[src/design/igt_pkg.sv]
`timescale 1ns / 1ps
// ----------------------------------------------------------------------------
// igt_pkg
// Shared types, codes and sizes of the image geometry transform block.
// ----------------------------------------------------------------------------
package igt_pkg;

  // Default largest source dimension, and the fixed field widths.
  localparam int MAX_DIM_DEF = 256;
  localparam int DIM_W       = 9;
  localparam int NUM_W       = 18;
  localparam int SIZE_W      = 18;
  localparam int PIX_W       = 24;

  // Input commands.
  localparam logic [1:0] CMD_HEADER = 2'd0;
  localparam logic [1:0] CMD_LOAD   = 2'd1;
  localparam logic [1:0] CMD_EMIT   = 2'd2;

  // Transform modes.
  localparam logic [2:0] MODE_FLIPH   = 3'd0;
  localparam logic [2:0] MODE_FLIPV   = 3'd1;
  localparam logic [2:0] MODE_ROTL    = 3'd2;
  localparam logic [2:0] MODE_ROTR    = 3'd3;
  localparam logic [2:0] MODE_CROP    = 3'd4;
  localparam logic [2:0] MODE_SCALE   = 3'd5;
  localparam logic [2:0] MODE_EXTRACT = 3'd6;

  // Configuration register indexes.
  localparam logic [2:0] CFG_MODE    = 3'd0;
  localparam logic [2:0] CFG_CROP_SX = 3'd1;
  localparam logic [2:0] CFG_CROP_SY = 3'd2;
  localparam logic [2:0] CFG_CROP_W  = 3'd3;
  localparam logic [2:0] CFG_CROP_H  = 3'd4;
  localparam logic [2:0] CFG_SCALE   = 3'd5;
  localparam logic [2:0] CFG_KEEP    = 3'd6;

  // Sequencer states.
  typedef enum logic [4:0] {
    ST_IDLE, ST_HW, ST_HH, ST_HEVAL, ST_HAREA, ST_HSIZE, ST_HFIN,
    ST_EADDR, ST_SRM, ST_SRS, ST_SRW, ST_SCM, ST_SCS, ST_SCW,
    ST_IDXM, ST_IDX, ST_RD, ST_PUT
  } state_t;

  // Divider request and response.
  typedef struct packed {
    logic             start;
    logic [NUM_W-1:0] num;
    logic [DIM_W-1:0] den;
  } div_req_t;

  typedef struct packed {
    logic             done;
    logic [NUM_W-1:0] quo;
  } div_rsp_t;

endpackage

[src/design/igt_div.sv]
`timescale 1ns / 1ps
// ----------------------------------------------------------------------------
// igt_div
// Restoring divider, one quotient bit per cycle, for the scale source index.
// ----------------------------------------------------------------------------
module igt_div
  import igt_pkg::*;
(
  input  logic     clk,
  input  logic     rst_n,
  input  div_req_t req,
  output div_rsp_t rsp
);

  localparam int CNT_W = $clog2(NUM_W + 1);

  logic [DIM_W-1:0] rem_r;
  logic [DIM_W-1:0] den_r;
  logic [NUM_W-1:0] quo_r;
  logic [CNT_W-1:0] cnt_r;
  logic             busy_r;
  logic             done_r;
  logic [DIM_W:0]   trial;
  logic             ge;

  // One step: bring down the next numerator bit and try a subtraction.
  always_comb begin
    trial = {rem_r, quo_r[NUM_W-1]};
    ge    = trial >= {1'b0, den_r};
  end

  always_ff @(posedge clk) begin
    if (!rst_n) begin
      busy_r <= 1'b0;
      done_r <= 1'b0;
      cnt_r  <= '0;
    end else begin
      done_r <= 1'b0;
      if (req.start) begin
        busy_r <= 1'b1;
        cnt_r  <= CNT_W'(NUM_W);
        rem_r  <= '0;
        quo_r  <= req.num;
        den_r  <= req.den;
      end else if (busy_r) begin
        rem_r <= ge ? DIM_W'(trial - {1'b0, den_r}) : trial[DIM_W-1:0];
        quo_r <= {quo_r[NUM_W-2:0], ge};
        cnt_r <= cnt_r - 1'b1;
        if (cnt_r == CNT_W'(1)) begin
          busy_r <= 1'b0;
          done_r <= 1'b1;
        end
      end
    end
  end

  assign rsp.done = done_r;
  assign rsp.quo  = quo_r;

endmodule

[config.mk]
export PLATFORM = sky130hd
export DESIGN_NAME = igt_div
export DESIGN_NICKNAME = d
export VERILOG_FILES = /design/src/design/igt_pkg.sv /design/src/design/igt_div.sv
export SDC_FILE = /design/constraint.sdc
export NUM_CORES = 1
export LEC_CHECK = 0
export BUFFER_PORTS_ARGS = -buffer_cell sky130_fd_sc_hd__buf_2
export CAP_MARGIN = 40
export CORE_ASPECT_RATIO = 1.75
export CORE_MARGIN = 8
export CORE_UTILIZATION = 35
export CTS_BUF_LIST = sky130_fd_sc_hd__clkbuf_4
export CTS_CLUSTER_DIAMETER = 80
export DETAILED_ROUTE_END_ITERATION = 10
export MAX_ROUTING_LAYER = met4
export PLACE_DENSITY = 0.58
export SKIP_LAST_GASP = 1
export SYNTH_ARGS = -nofsm -noshare
export SYNTH_HDL_FRONTEND = slang
export SYNTH_SLANG_ARGS = --single-unit
[constraint.sdc]
create_clock -name clk -period 3 [get_ports clk]
set_input_delay 0.45 -clock clk [delete_from_list [all_inputs] [get_ports clk]]
set_output_delay 0.45 -clock clk [all_outputs]
set_load 0.02 [all_outputs]
==> flow_metrics.env, run 1 <==
export IMPL_synth_area_leaders="edfxtp_1 49%, mux2_2 9.6%, dfxtp_1 6.3%"
export IMPL_synth_edf_count=36
export IMPL_postSynthCellCount=171
export IMPL_slowest_stage="edfxtp_1"
export IMPL_yosys_area_top_type="edfxtp_1"
export IMPL_final_setup_viol_count=0
export IMPL_synth_cell_types=43
export IMPL_place_ws_ns=0.4310
export IMPL_status="complete, no violations"
export IMPL_setup_tns_final_ns=0
export IMPL_grt_pass1_wl_um=7410
export IMPL_path_cells="inv_1 -> ha_1 -> inv_1 -> fa_1 -> a21o_1 -> a221oi_2 -> a31oi_2 -> buf_4 -> or2_1 -> a21oi_1"
export IMPL_start_util=0.3597
export IMPL_power_frac_comb=0.232
export IMPL_pwr_share_clk=0.255
export IMPL_postCtsHoldBufs=0
export IMPL_track_usage=0.1027
export IMPL_switching_share=0.2770
export IMPL_syn_nets=213
export IMPL_synth_seq_cells=43
export IMPL_placedCellCount=295
export IMPL_intPower_mw=1.029
export IMPL_slew_headroom=0.6226
export IMPL_slowest_delay_ns=0.42
export IMPL_finalCritPeriodShare=0.8606
export IMPL_seq_area_frac_synth=0.5492
export IMPL_worst_ep_arrival_time_ns=2.80
export IMPL_tightest_slew_ns=0.5661
export IMPL_worstReg2RegStart="quo_r[17]"
export IMPL_grtUsageMet2=0.1842
export IMPL_viasPerCell=4.894
export IMPL_drt_iter0_drc=29
export IMPL_hpwl_um=3424
export IMPL_area_growth_pct=17.73
export IMPL_layout_drive_gt1_share=0.3767
export IMPL_p_leak_nw=1.111
export IMPL_drv_cap=0
export IMPL_cts_resized=0
export IMPL_final_nets=264
export IMPL_rsz0062_at_grt="false"
export IMPL_cp_startpoint="quo_r[17]"
export IMPL_ys_flop_type="edfxtp_1"
export IMPL_antenna_found_initial=0
export IMPL_cts_buffers=5
export IMPL_n_antenna_cell=0
export IMPL_syn_area_sq_mm=0.002223
export IMPL_required_ns=3.22
export IMPL_crit_path_end="rem_r[3]"
export IMPL_grt_overflow_total=0
export IMPL_critPathKind="reg2reg"
export IMPL_cts_setup_buffers=0
export IMPL_core_area_sq_mm=0.006181
export IMPL_r2r_slack_ns=0.42
export IMPL_power_switching_mw=0.3941
export IMPL_r2r_cells=10
export IMPL_cts_sinks=43
export IMPL_finalHoldViolCount=0
export IMPL_yosys_warnings=0
export IMPL_rows=38
export IMPL_cts_tree="yes"
export IMPL_die_w_um=76.25
export IMPL_worst_skew_pair_late_latency_ns=0.36
export IMPL_top_usage_layer="met2"
export IMPL_finalWirelength_um=4551
export IMPL_reg2reg_to="rem_r[3]"
export IMPL_crit_path_max_fanout=11
export IMPL_cp_end_kind="flip-flop"
export IMPL_place_congestion=0.7364
export IMPL_drt_drc_violations_left=0
export IMPL_root_buffer="clkbuf_4"
export IMPL_min_period_ns=2.582
export IMPL_finalNonFillerCells=303
export IMPL_grt_start_max_net_pins=29
export IMPL_cpMostUsedCell="inv_1"
export IMPL_die_h_um=121.4
export IMPL_io_pins=49
export IMPL_seq_power_share=0.513
export IMPL_slew_violations=0
export IMPL_dr_pass1_iters=4
export IMPL_cpLargestDelayFamily="compound AO/OA/AOI/OAI gates"
export IMPL_htree_levels=2
export IMPL_cts_max_path_buffers=2
export IMPL_gr_usage_met3=0.02671
export IMPL_grt_pass1_vias=1612
export IMPL_hp_class="in2reg"
export IMPL_start_kind="flip-flop"
export IMPL_fin_skew_ns=0.01185
export IMPL_critical_path_depth=10
export IMPL_fill_cells=629
export IMPL_clkTransAtPathRegs_ns=0.13
export IMPL_fin_ws_ns=0.4182
export IMPL_async_reset_ff_frac=0
export IMPL_design_die_area_sq_mm=0.009259
export IMPL_vdd_drop_max_mv=0.4253
export IMPL_final_antenna_net_count=0
export IMPL_wire_per_inst_um=15.02
export IMPL_vias=1483
export IMPL_worst_path_buf_inv=3
export IMPL_grt_use_met1=0.09865
export IMPL_syn_avg_cell_area_sq_um=13.00
export IMPL_port_buffers=48
export IMPL_fmax_ghz=0.3873
export IMPL_yosysTopAreaCellShare=0.4862
export IMPL_power_density_mw_per_mm2=543.6
==> cell type report <==
cell class / count / area [sq um] / share of cell area
repair buffers: 51 / 262.8 / 0.1004
flip-flops and latches: 43 / 1221 / 0.4665
well taps: 80 / 100.1 / 0.03824
clock buffers: 5 / 37.54 / 0.01434
multi-input cells: 105 / 897.1 / 0.3427
clock inverters: 3 / 38.79 / 0.01482
inverters: 16 / 60.06 / 0.02294
==> registers in the layout, summed over array words and instances, names as in the netlist <==
register  flops
busy_r        1
cnt_r         5
den_r         9
done_r        1
quo_r        18
rem_r         9
==> cells in the final DEF, fill, tap and decap left out, types with 4 or more instances in the layout <==
cell and instances:
edfxtp_1 36, o21ai_0 4, dfxtp_1 7, inv_1 16, clkbuf_4 5, a21oi_1 4
mux2_2 19, buf_2 48, o21a_1 4, ha_1 11, a21o_1 4, nor2_1 13
xnor2_1 5
==> through the flow <==
stage / total power [mW] / hold slack, ns / area [sq um] / utilization
after floorplan: 0.9928 / 0.5082 / 2223 / -
after global placement: 1.074 / 0.5443 / 2541 / 0.4111
after detailed placement: 1.077 / 0.5533 / 2541 / 0.4111
after CTS: 1.445 / 0.2318 / 2618 / 0.4235
after global routing: 1.494 / 0.2314 / 2618 / 0.4235
final: 1.423 / 0.2518 / 2618 / 0.4235
==> worst register-to-register path, stage by stage (launching register included) <==
cell and delay [ns]:
edfxtp_1 0.42, inv_1 0.07, ha_1 0.16, inv_1 0.05
fa_1 0.40, a21o_1 0.22, a221oi_2 0.36, a31oi_2 0.19
buf_4 0.22, or2_1 0.22, a21oi_1 0.13
==> power groups by stage <==
stage	clock network, mW	logic [mW]	registers, mW
after floorplan	0	0.234	0.759
after global placement	0	0.331	0.744
after detailed placement	0	0.334	0.743
after CTS	0.379	0.336	0.730
after global routing	0.395	0.364	0.735
final	0.363	0.330	0.729
==> worst min-delay path by stage <==
stage | startpoint | endpoint | slack [ns] | depth (start not counted)
after floorplan | cnt_r[3] | cnt_r[3] | 0.51 | 2
after global placement | cnt_r[3] | cnt_r[3] | 0.54 | 2
after detailed placement | cnt_r[0] | cnt_r[0] | 0.55 | 2
after CTS | req[3] | den_r[3] | 0.23 | 1
after global routing | req[8] | den_r[8] | 0.23 | 1
final | req[2] | den_r[2] | 0.25 | 1
==> synth_stat cells (all sizes together), types with 3 or more instances <==
library cell,n
ha,11
nor2,13
a21oi,4
clkbuf,3
o21ai,4
mux2i,3
mux2,19
o21a,4
inv,16
xnor2,5
buf,4
nand3,3
nand2,3
a211oi,3
dfxtp,7
edfxtp,36
a21o,4
==> logic make-up (layout without fill, tap and decap cells) <==
family,count (synthesis),after routing,share of synthesized area
flops,43,43,0.5492
simple gates,35,35,0.08667
compound gates,29,29,0.1086
buf+inv,23,75,0.04727
mux,22,22,0.1097
fa+ha+maj,12,12,0.07091
xor+xnor,7,7,0.02758
==> routing by layer <==
metal	routed length, um	part of all wire
met5	0	0
met4	104	0.023
met3	192	0.042
met1	1816	0.40
met2	2439	0.54
No activity file was read; power rests on OpenSTA's default activity.
==> run 2: changes to the inputs <==
Settings changed: MAX_ROUTING_LAYER met4 to unset.
==> flow_metrics.env, run 2 (synthesized netlist as in run 1, its figures left out) <==
export IMPL_min_period_ns=2.582
export IMPL_largest_register="quo_r"
export IMPL_wire_per_inst_um=15.01
export IMPL_reg2reg_to="rem_r[3]"
export IMPL_grt_overflow_total=0
export IMPL_finalCritPeriodShare=0.8608
export IMPL_fmax_ghz=0.3873
export IMPL_cts_resized=0
export IMPL_layout_drive_gt1_share=0.3767
export IMPL_port_buffers=48
export IMPL_antenna_found_initial=0
export IMPL_n_antenna_cell=0
export IMPL_largest_register_ffs=18
export IMPL_hp_class="in2reg"
export IMPL_required_ns=3.22
export IMPL_grt_pass1_wl_um=7410
export IMPL_reg_largest_list="quo_r x18, den_r x9, rem_r x9"
export IMPL_hold_depth=1
export IMPL_rsz0062_at_grt="false"
export IMPL_final_nets=264
export IMPL_worstHoldEndpoint="den_r[2]"
export IMPL_worst_skew_pair_late_latency_ns=0.36
export IMPL_vias=1479
export IMPL_rows=38
export IMPL_cts_tree="yes"
export IMPL_slew_violations=0
export IMPL_drt_iter0_drc=37
export IMPL_start_kind="flip-flop"
export IMPL_place_congestion=0.7278
export IMPL_die_h_um=121.4
export IMPL_design_die_area_sq_mm=0.009259
export IMPL_viasPerCell=4.881
export IMPL_p_leak_nw=1.111
export IMPL_start_util=0.3597
export IMPL_drv_cap=0
export IMPL_drt_drc_violations_left=0
export IMPL_htree_levels=2
export IMPL_status="complete, no violations"
export IMPL_final_antenna_net_count=0
export IMPL_cts_buffers=5
export IMPL_crit_path_max_fanout=11
export IMPL_worstReg2RegStart="quo_r[17]"
export IMPL_io_pins=49
export IMPL_postCtsHoldBufs=0
export IMPL_power_density_mw_per_mm2=543.6
export IMPL_place_ws_ns=0.4310
export IMPL_fin_skew_ns=0.01225
export IMPL_cp_end_kind="flip-flop"
export IMPL_final_cell_mix="48 x buf_2, 36 x edfxtp_1, 19 x mux2_2"
export IMPL_cts_setup_buffers=0
export IMPL_die_w_um=76.25
export IMPL_grt_pass1_vias=1616
export IMPL_vdd_drop_max_mv=0.4253
export IMPL_final_common_cell="buf_2"
export IMPL_r2r_cells=10
export IMPL_final_setup_viol_count=0
export IMPL_area_growth_pct=17.73
export IMPL_setup_tns_final_ns=0
export IMPL_finalWirelength_um=4548
export IMPL_cts_max_path_buffers=2
export IMPL_post_layout_total_power_mw=1.423
export IMPL_r2r_slack_ns=0.42
export IMPL_grt_start_max_net_pins=29
export IMPL_root_buffer="clkbuf_4"
export IMPL_worst_ep_arrival_time_ns=2.80
export IMPL_track_usage=0.09967
export IMPL_critPathKind="reg2reg"
export IMPL_hpwl_um=3424
export IMPL_finalHoldViolCount=0
export IMPL_clkTransAtPathRegs_ns=0.13
export IMPL_fin_ws_ns=0.4177
export IMPL_dr_pass1_iters=4
export IMPL_cts_sinks=43
export IMPL_core_area_sq_mm=0.006181
export IMPL_tightest_slew_ns=0.5652
export IMPL_min_from="req[2]"
export IMPL_slew_headroom=0.6232
-- run 2: metrics by stage --
| step | area [sq um] | std cells | hold slack [ns] | utilization |
|---|---|---|---|---|
| 5_1_grt | 2618 | 303 | 0.2314 | 0.4235 |
| 3_3_place_gp | 2541 | 295 | 0.5443 | 0.4111 |
| 2_1_floorplan | 2223 | 171 | 0.5082 | - |
| 3_5_place_dp | 2541 | 295 | 0.5533 | 0.4111 |
| 4_1_cts | 2618 | 303 | 0.2318 | 0.4235 |
| 6_report | 2618 | 303 | 0.2517 | 0.4235 |
-- run 2: metal layers --
| metal | wire (um) | global-route usage |
|---|---|---|
| met1 | 1754 | 0.09417 |
| met4 | 104 | 0.05448 |
| met5 | 0 | 0 |
| met3 | 241 | 0.03264 |
| met2 | 2448 | 0.1847 |
-- run 2: power breakdown --
| group | internal (mW) | total [mW] | switching [mW] |
|---|---|---|---|
| registers | 0.705 | 0.729 | 0.0244 |
| clock network | 0.172 | 0.363 | 0.192 |
| logic | 0.152 | 0.330 | 0.178 |
-- run 2: worst max-delay path by stage --
stage	endpoint	depth (start not counted)	start
6_report	rem_r[3]	10	quo_r[17]
5_1_grt	rem_r[3]	10	quo_r[17]
4_1_cts	quo_r[0]	9	quo_r[17]
3_5_place_dp	quo_r[0]	9	quo_r[17]
3_3_place_gp	quo_r[0]	9	quo_r[17]
2_1_floorplan	quo_r[0]	9	quo_r[17]
-- run 2: critical path: stages, from the launching register on --
cell	delay, ns
edfxtp_1	0.42
inv_1	0.07
ha_1	0.16
inv_1	0.05
fa_1	0.39
a21o_1	0.22
a221oi_2	0.36
a31oi_2	0.19
buf_4	0.22
or2_1	0.21
a21oi_1	0.13
-- run 2: cell type report --
type / count / area (sq um)
clock buffer: 5 / 37.54
clock inverter: 3 / 38.79
fill: 629 / 3563
inverter: 16 / 60.06
multi-input combinational: 105 / 897.1
sequential: 43 / 1221
tap: 80 / 100.1
timing repair buffer: 51 / 262.8
